--- src/design/cvsr_pkg.sv ---
`default_nettype none
package cvsr_pkg;

    localparam int SLOT_BITS         = 12;
    localparam int TABLE_ENTRIES     = 1 << SLOT_BITS;
    localparam int VERTEX_INDEX_BITS = 24;
    localparam int CHART_BITS        = 16;
    localparam int KEY_BITS          = VERTEX_INDEX_BITS + CHART_BITS;
    localparam int OUT_INDEX_BITS    = 12;
    localparam int WORD_BITS         = 1 + KEY_BITS + SLOT_BITS;

    // controller to datapath commands
    typedef struct packed {
        logic load;
        logic clr_step;
        logic probe_next;
        logic insert;
        logic emit_hit;
        logic emit_full;
    } t_cmd;

    // datapath to controller status
    typedef struct packed {
        logic mesh;
        logic clr_done;
        logic valid;
        logic match;
        logic last_probe;
        logic full;
    } t_status;

    // xor fold of the key into a slot number
    function automatic logic [SLOT_BITS-1:0] hash_slot(input logic [KEY_BITS-1:0] key);
        logic [SLOT_BITS-1:0] h;
        h = '0;
        for (int i = 0; i < KEY_BITS; i++) begin
            h[i % SLOT_BITS] = h[i % SLOT_BITS] ^ key[i];
        end
        return h;
    endfunction

endpackage
`default_nettype wire

--- src/design/cvsr_ctrl.sv ---
`default_nettype none
module cvsr_ctrl (
    input  wire                 i_clk,
    input  wire                 i_rst_n,
    input  wire                 i_start,
    input  wire cvsr_pkg::t_status i_status,
    output cvsr_pkg::t_cmd      o_cmd,
    output logic                o_busy
);

    typedef enum logic [3:0] {
        S_IDLE  = 4'b0001,
        S_CLEAR = 4'b0010,
        S_READ  = 4'b0100,
        S_CMP   = 4'b1000
    } t_state;

    t_state r_state, n_state;
    logic   r_job, n_job;
    logic   accept;

    assign accept = i_start && (r_state == S_IDLE);
    assign o_busy = (r_state != S_IDLE);

    // next state and commands
    always_comb begin
        n_state = r_state;
        n_job   = r_job;
        o_cmd   = '0;
        case (r_state)
            S_IDLE: begin
                if (i_start) begin
                    o_cmd.load = 1'b1;
                    n_job      = 1'b1;
                    n_state    = S_READ;
                end
            end
            S_CLEAR: begin
                o_cmd.clr_step = 1'b1;
                if (i_status.clr_done) begin
                    n_state = r_job ? S_READ : S_IDLE;
                end
            end
            S_READ: begin
                // mesh start clears the table before the lookup
                if (i_status.mesh) begin
                    n_state = S_CLEAR;
                end else begin
                    n_state = S_CMP;
                end
            end
            S_CMP: begin
                n_state = S_IDLE;
                n_job   = 1'b0;
                if (!i_status.valid) begin
                    if (i_status.full) o_cmd.emit_full = 1'b1;
                    else               o_cmd.insert    = 1'b1;
                end else if (i_status.match) begin
                    o_cmd.emit_hit = 1'b1;
                end else if (i_status.last_probe) begin
                    o_cmd.emit_full = 1'b1;
                end else begin
                    o_cmd.probe_next = 1'b1;
                    n_state          = S_READ;
                    n_job            = 1'b1;
                end
            end
            default: begin
                n_state = S_IDLE;
                n_job   = 1'b0;
            end
        endcase
    end

    // state registers, clearing pass after reset
    always_ff @(posedge i_clk) begin
        if (!i_rst_n) begin
            r_state <= S_CLEAR;
            r_job   <= 1'b0;
        end else begin
            r_state <= n_state;
            r_job   <= n_job;
        end
    end

    // checks
    a_accept_busy: assert property (@(posedge i_clk) disable iff (!i_rst_n)
        accept |=> o_busy) else $error("busy not raised after request");
    a_insert_room: assert property (@(posedge i_clk) disable iff (!i_rst_n)
        o_cmd.insert |-> !i_status.full) else $error("insert into full table");
    a_one_result: assert property (@(posedge i_clk) disable iff (!i_rst_n)
        $onehot0({o_cmd.insert, o_cmd.emit_hit, o_cmd.emit_full}))
        else $error("more than one result");

endmodule
`default_nettype wire

--- config.mk ---
export PLATFORM = sky130hd
export DESIGN_NAME = cvsr_ctrl
export DESIGN_NICKNAME = d
export VERILOG_FILES = /design/src/design/cvsr_pkg.sv /design/src/design/cvsr_ctrl.sv
export SDC_FILE = /design/constraint.sdc
export NUM_CORES = 1
export LEC_CHECK = 0
export ABC_CLOCK_PERIOD_IN_PS = 1800
export BUFFER_PORTS_ARGS = -buffer_cell sky130_fd_sc_hd__buf_4
export CAP_MARGIN = 5
export CORE_AREA = 8 8 45 47
export DETAILED_ROUTE_END_ITERATION = 7
export DIE_AREA = 0 0 53 55
export PLACE_DENSITY = 0.49
export SLEW_MARGIN = 20
export SYNTH_ARGS = -nofsm -noshare
export SYNTH_HDL_FRONTEND = slang
export SYNTH_SLANG_ARGS = --single-unit
--- constraint.sdc ---
create_clock -name i_clk -period 1.8 [get_ports i_clk]
set_input_delay 0.36 -clock i_clk [delete_from_list [all_inputs] [get_ports i_clk]]
set_output_delay 0.36 -clock i_clk [all_outputs]
set_load 0.005 [all_outputs]
== Word level (Yosys, flattened, before mapping) ==
Cells that the tools add are included.
Operators by class
  shifts and indexed selects: 0
  equality and inequality tests: 7
  add/subtract/negate cells: 0
  reduce and logical (&&, ||, !) cells: 3
  div/mod/pow operators: 0
  bitwise logic cells: 1
  $mul: 0
  multiplexer cells: 25
  order comparisons: 0
Operators by type and width (number)
  2-to-1 mux 4 bit: 4
  one-hot mux 4 bit (4 select lines): 1
  2-to-1 mux 1 bit: 15
  2-to-1 mux 3 bit: 4
  == test 4 x 1 -> 1 bit, second input constant: 1
  == test 4 x 2 -> 1 bit, second input constant: 1
  == test 4 x 3 -> 1 bit, second input constant: 1
  == test 4 bit, second input constant: 1
  inequality test 2 bit, second input constant: 2
  inequality test 4 x 1 -> 1 bit, second input constant: 1
  AND reduction 2 bit: 2
  one-hot mux 1 bit (3 select lines): 1
  OR reduction 2 bit: 1
  inverter 1 bit: 1
Word-level totals
  RAM bits: 0
  flip-flop bits (word level): 5
  output and inout port bits: 7
  memories kept: 0
  ROM bits: 0
  logic and storage cells: 38
  latch bits: 0

== Longest topological paths before layout ==
Gate-level depths: netlist (run 1).
  depth after elaboration: 4
  gate-level depth with buffers: 7
  depth with buffers taken out: 6

== Least setup slack after synthesis (run 1) ==
Ideal clock, no wire load.
  path type: reg-to-reg
  from: register r_state[2]
  to: register r_state[2]
  stages on the path, launching flop included: 6
  required time: 1.684 ns
  slack: 0.527 ns
  arrival: 1.157 ns
  period minus slack after synthesis: 1.273 ns
  path through: dfxtp_1 buf_6 nor2b_1 a211o_1 a31o_1 and3_1
On the way
  word-level cells in the longest chain between the ends: 3
RTL lines
  start, declared: line cvsr_ctrl.sv:18  | t_state r_state, n_state;
  start signal, assigned: line cvsr_ctrl.sv:81  | r_state <= n_state;
  == test 4 x 2 -> 1 bit / == test 4 x 1 -> 1 bit (equally long branches): line cvsr_ctrl.sv:30  | case (r_state)
  inequality test 2 bit (no source line)
  AND reduction 2 bit (no source line)
Parallel ways exist; a longest one is shown, timed or not.
A chain may end at the register's enable or synchronous reset.

==> results by group, run 1 <==
Clock tree
  • H-tree depth: 1
  • Clock root buffer: clkbuf_4
  • Hold-fix buffers, CTS: 0
  • CTS tree: yes
  • Post_cts resized: 0
  • CTS clk-pin slew, worst paths: approximately 40 ps
  • CTS Sinks: 5
  • Post-CTS Setup Repair Bufs: 0
  • CTS Buffer Depth: 2
  • Clock latency on the worst-skew pair: around 240 ps
  • Num CTS Buffers: 3

Setup path
  • Crit Reg-Reg Endpoint: r_state[2]$_SDFFE_PN0P_
  • Worst Path Buf+Inv: 1
  • Kind of critical path: register to output port
  • Depth of the most critical reg-to-reg path: 4
  • Worst path top cell family by delay: simple AND/OR/NAND/NOR gates
  • Crit-path slowest cell: dfxtp_1
  • Worst Setup End Kind: output port
  • Critical register-to-register path startpoint: r_state[1]$_SDFFE_PN1P_
  • Reg2reg setup slack: around 400 ps
  • Worst endpoint data arrival time: about 1300 ps
  • CP peak stage delay: between 400 and 500 ps
  • Crit-path max FO: 8
  • Cell Chain, Critical Path: nor4b_2 > and3_1 > buf_4
  • Crit path required time: 1440 ps
  • Startpoint Class: register

GRT
  • Overall routing resource usage: 0.07486
  • First-pass GRT wire length: between 1.5 and 2 mm
  • Vias in the first global route: a little under 400
  • Initial antenna violation count: 0
  • Pin count of the biggest net entering global routing: 9
  • Total grt overflow: 0

Drt
  • Antenna viol nets, final: 0
  • DR pass1 iterations: 2
  • Avg WL per Cell: 11.84 microns
  • Via density: roughly 5.0
  • DRC: 0
  • DR iter-0 viols: 3
  • Via count: roughly 380
  • Total Routed Length: 912 microns

Floorplanning
  • IO Pins: 16
  • Std cell rows: 14
  • Die ar.: between 2000 and 3000 sq um
  • Area of the core: around 1400 sq um
  • Chip width: about 53 microns
  • Initial Utilization: 0.2685
  • Chip height: roughly 55 microns

Flow run
  • Max Cap Violations: 0

Placement
  • Buffers added on ports: 15
  • Routability cong.: just over 0.7
  • Dpl ws: around 320 ps
  • Hpwl dp: roughly 740 microns
  • Cell area after placement: 481.7 sq um

Timing
  • Setup tns final: 0 ps
  • Final period utilization: 0.9340
  • Fin. Hold Viols: 0
  • # setup viols final: 0
  • Max-slew headroom: 0.7398
  • Clock skew: 0.9222 ps
  • RSZ-0062 raised after global routing: false
  • Max Clk Rate: 594.8 MHz
  • Tightest Pin Transition: roughly 390 ps
  • Crit path time final: ~1700 ps
  • Setup ws final: roughly 120 ps
  • Slew Viols, Final: 0

Pwr
  • PD cells: 675.5 nW/um^2
  • P_leak: ~0.24 nW
  • Worst VDD drop: 0.3052 mV

Synth
  • Synthesized netlist cell count: 44
  • Largest area contributor in the netlist: dfxtp_1
  • Synth cell types: 27
  • Post-synthesis register bit count: 5
  • Top post-synthesis cells by area: dfxtp_1 (27%), nor4b_2 (8.1%), buf_6 (6.1%)
  • Syn_area_per_cell: 8.446 sq um
  • Synth warn: 0
  • Mapped Area: approximately 370 sq um
  • Yosys top cell area share: 0.2694
  • Synth Net Count: 53
  • Sequential share of the synthesized area: 0.2694

Min path
  • Hold EP: r_state[1]$_SDFFE_PN1P_
  • Hold Path Depth: 2
  • Hold Path Origin: i_status[5]
  • Min-delay worst type: primary input to register

Cells and area
  • Layout cells sized above 1: 0.3934
  • Layout area overhead: 36.70%
  • Post-route cell area: 508.0 sq um
  • Antenna Cells: 0
  • Layout Nets: slightly above 70

Run status
  • Status: complete, no violations
## synthesized netlist by cell type (all sizes together)
| cell type | instances |
|---|---|
| nand2b | 1 |
| inv | 3 |
| o21ai | 2 |
| and3 | 2 |
| a211o | 1 |
| nor3b | 1 |
| nor4b | 2 |
| buf | 2 |
| nor2 | 3 |
| xnor2 | 1 |
| o31ai | 1 |
| o22a | 1 |
| nand3 | 1 |
| and4b | 1 |
| a31o | 2 |
| nand2 | 3 |
| nor2b | 2 |
| nor3 | 2 |
| dfxtp | 5 |
| a21oi | 4 |
| o311a | 1 |
| nand3b | 1 |
| and2 | 2 |
## report_power, final
| part | internal [mW] | leakage [nW] | switching, mW |
|---|---|---|---|
| Combinational | 0.0481 | 0.181 | 0.0346 |
| Clock | 0.0836 | 0.0150 | 0.0426 |
| Sequential | 0.120 | 0.0412 | 0.0144 |
| Total | 0.252 | 0.237 | 0.0916 |
## metal layers
layer | routed length [microns] | up-vias | global-route usage
li1 | - | 196 | -
met5 | 0 | - | 0
met1 | 383 | 180 | 0.08207
met3 | 53 | 2 | 0.02139
met2 | 468 | 4 | 0.1230
met4 | 6 | 0 | 0.05172
## per-stage QoR
stage | utilization | instances | hold slack (ps) | total power, mW
floorplan | - | 44 | 491.2 | 0.1888
global placement | 0.3481 | 73 | 534.6 | 0.2206
detailed placement | 0.3481 | 73 | 537.6 | 0.2192
CTS | 0.3671 | 77 | 353.8 | 0.3501
global route | 0.3671 | 77 | 366.9 | 0.3733
finish | 0.3671 | 77 | 360.3 | 0.3431
## worst register-to-register path: cells and delay by family, from the launching register on
kind,cells,cell delay [ps]
compound gates,2,510
simple gates,2,290
flops,1,490
## cell families after synthesis
kind of cell,synth area share
and+or+nand+nor,0.3940
AOI/OAI and AO/OA,0.2222
DFF,0.2694
buffers and inverters,0.09090
xor gates and xnor gates,0.02357
## registers in the layout, indices dropped and copies added, names as in the netlist
name	cells
r_job	1
r_state	4
## cell usage in the layout (no fill, tap or decap), drive strengths merged
cell type / count
a21oi: 4
and2: 2
nor3b: 1
nor3: 2
o31ai: 1
dfxtp: 5
o21ai: 2
xnor2: 1
and3: 2
nor2: 3
o22a: 1
nand2b: 1
nand3b: 1
nor2b: 2
nor4b: 2
nand2: 3
a31o: 2
buf: 15
clkbuf: 4
a211o: 1
nand3: 1
inv: 3
o311a: 1
and4b: 1
## worst max-delay path by stage
stage / start / to / slack (ps) / depth (start not counted)
floorplan: r_state[2]$_SDFFE_PN0P_ / r_state[2]$_SDFFE_PN0P_ / 530 / 5
global placement: i_status[2] / o_cmd[3] / 300 / 4
detailed placement: i_status[2] / o_cmd[3] / 320 / 4
finish: r_state[3]$_SDFFE_PN0P_ / o_cmd[1] / 120 / 3
global route: r_state[0]$_SDFFE_PN0P_ / o_cmd[5] / 2 / 3
CTS: r_state[3]$_SDFFE_PN0P_ / o_cmd[1] / 110 / 3
## layout make-up
cell class              count  area, sq um
inverters                   3        11.26
repair buffers             15        112.6
well taps                  16        20.02
multi-input cells          34        237.7
flip-flops and latches      5        100.1
fillers                   152        875.8
clock buffers               4        26.28
No activity file was read; power rests on OpenSTA's default activity.
==> run 2, diff against run 1 <==
- PLACE_DENSITY: 0.49 -> not set
==> run 2 against run 1 <==
  * Combinational power about the same
  * Worst hold slack got worse by 3.0 ps
  * First-iteration DRC count increased by 67%
  * Die area unchanged
  * Via count increased by 0.26%
  * Flip-flop and latch count unchanged
  * Sequential power about the same
  * Clock power about the same
==> results by group, run 2 (synthesized netlist as in run 1, its figures left out) <==
Timing
  • Max Clk Rate: 598.2 MHz (+0.56%)
  • Hold_ws: 357.4 ps (-2.978 ps)
  • RSZ-0062 raised after global routing: false
  • Setup tns final: 0 ps (unchanged)
  • Final period utilization: 0.9287 (-0.005242)
  • Max-slew headroom: 0.7593 (+0.01952)
  • Clock skew: 2.949 ps (+2.027 ps)
  • Slew Viols, Final: 0 (unchanged)
  • Tightest Pin Transition: 360.5 ps (-28.94 ps)
  • Setup ws final: 128.3 ps (+9.435 ps)
  • Fin. Hold Viols: 0 (unchanged)
  • # setup viols final: 0 (unchanged)
  • Crit path time final: 1672 ps (-9.435 ps)

Setup path
  • Reg2reg setup slack: 430 ps (+30 ps)
  • Crit-path max FO: 7 (-1)
  • Startpoint Class: register
  • Kind of critical path: register to output port
  • Worst endpoint data arrival time: 1310 ps (about the same)
  • Crit path required time: 1440 ps (about the same)
  • Worst Setup End Kind: output port

Cells and area
  • Max FFs per register: 4 (unchanged)
  • Commonest non-fill, non-tap cells in the layout: buf_4 (15), dfxtp_1 (5), a21oi_1 (4)
  • Commonest non-fill, non-tap cell in the layout: buf_4
  • Non-filler cells, final: 77 (unchanged)
  • Largest reg by FF count: r_state
  • Layout Nets: 71 (unchanged)
  • Antenna Cells: 0 (unchanged)
  • Top Registers: r_state (4), r_job (1)
  • Util after Layout: 0.3671 (unchanged)
  • Layout cells sized above 1: 0.3934 (unchanged)
  • Layout area overhead: 36.70% (unchanged)
  • Post-route cell area: 508.0 sq um (unchanged)

Floorplanning
  • IO Pins: 16 (unchanged)
  • Area of the core: 1384 sq um (unchanged)
  • Std cell rows: 14 (unchanged)
  • Chip width: 53 microns (unchanged)
  • Die ar.: 2915 sq um (unchanged)
  • Initial Utilization: 0.2685 (unchanged)
  • Chip height: 55 microns (unchanged)

Clock tree
  • Clock latency on the worst-skew pair: 240 ps (about the same)
  • Num CTS Buffers: 3 (unchanged)
  • CTS Buffer Depth: 2 (unchanged)
  • Post_cts resized: 0 (unchanged)
  • Post-CTS Setup Repair Bufs: 0 (unchanged)
  • CTS Sinks: 5 (unchanged)
  • CTS clk-pin slew, worst paths: 40 ps (about the same)
  • H-tree depth: 1 (unchanged)
  • Hold-fix buffers, CTS: 0 (unchanged)
  • CTS tree: yes
  • Clock root buffer: clkbuf_4

Pwr
  • P_leak: 0.2373 nW (unchanged)
  • Worst VDD drop: 0.4306 mV (+41%)
  • PD cells: 676.4 nW/um^2 (+0.14%)
  • Sequential share of power: 0.391 (about the same)
  • Sw Ratio: 0.2678 (+0.0009804)
  • Logic pwr share: 0.241 (about the same)
  • Clock power frac: 0.368 (about the same)
  • Internal power: 0.2516 mW (about the same)
  • Net Switching: 0.09204 mW (+0.51%)
  • Design Power: 0.3436 mW (+0.14%)

Flow run
  • Max Cap Violations: 0 (unchanged)

GRT
  • Overall routing resource usage: 0.07709 (+0.002228)
  • Vias in the first global route: 384 (-0.78%)
  • Initial antenna violation count: 0 (unchanged)
  • Pin count of the biggest net entering global routing: 9 (unchanged)
  • Total grt overflow: 0 (unchanged)
  • First-pass GRT wire length: 1.649 mm (-0.78%)

Drt
  • Top Metal Used: met4
  • Via count: 383 (+0.26%)
  • DRC: 0 (unchanged)
  • Avg WL per Cell: 12.25 microns (+3.4%)
  • DR pass1 iterations: 2 (unchanged)
  • WL met1: 414 microns (+8.1%)
  • Total Routed Length: 943 microns (+3.4%)
  • WL met2: 399 microns (-15%)
  • DR iter-0 viols: 5 (+2)
  • Antenna viol nets, final: 0 (unchanged)
  • DR WL met3: 99 microns (+87%)
  • Via density: 4.974 (+0.26%)

Run status
  • Status: complete, no violations

Placement
  • Hpwl dp: 809.8 microns (+10%)
  • Cell area after placement: 481.7 sq um (unchanged)
  • Dpl ws: 331.5 ps (+10.19 ps)
  • Buffers added on ports: 15 (unchanged)
  • Routability cong.: 0.7361 (+1.3%)
  • Placed Cells: 73 (unchanged)

Min path
  • Min-delay worst type: primary input to register
[run 2: cell counts in the layout (fill, tap and decap cells not counted)]
No cell type changed its count.
[run 2: final timing paths]
path                                start                       to  depth (start not counted)
setup reg to reg  r_state[2]$_SDFFE_PN0P_  r_state[2]$_SDFFE_PN0P_                          4
setup / recovery  r_state[0]$_SDFFE_PN0P_                 o_cmd[5]                          3
hold reg to reg        r_job$_SDFFE_PN0P_       r_job$_SDFFE_PN0P_                          1
hold / removal                i_status[5]  r_state[1]$_SDFFE_PN1P_                          2
[run 2: worst max-delay path, cell delays in order, from the launching register on]
cell,delay (ps)
dfxtp_1,430
nor4b_2,320
and2_2,220
buf_4,110
[run 2: cell type report]
class	instances	area (sq um)
Tap cell	16	20.02
Multi-Input combinational cell	34	237.7
Inverter	3	11.26
Fill cell	150	875.8
Clock buffer	4	26.28
Sequential cell	5	100.1
Timing Repair Buffer	15	112.6
[run 2: power by group through the flow]
stage          registers, mW  logic [mW]  clock network [mW]
5_1_grt                0.136      0.0920               0.148
3_3_place_gp           0.136      0.0841                   0
4_1_cts                0.134      0.0842               0.132
2_1_floorplan          0.128      0.0604                   0
3_5_place_dp           0.136      0.0836                   0
6_report               0.134      0.0829               0.126
[run 2: metal layers]
layer	GRT usage	vias to the layer above
li1	-	196
met1	0.07915	167
met2	0.1133	16
met3	0.03476	4
met4	0.07759	0
met5	0	-
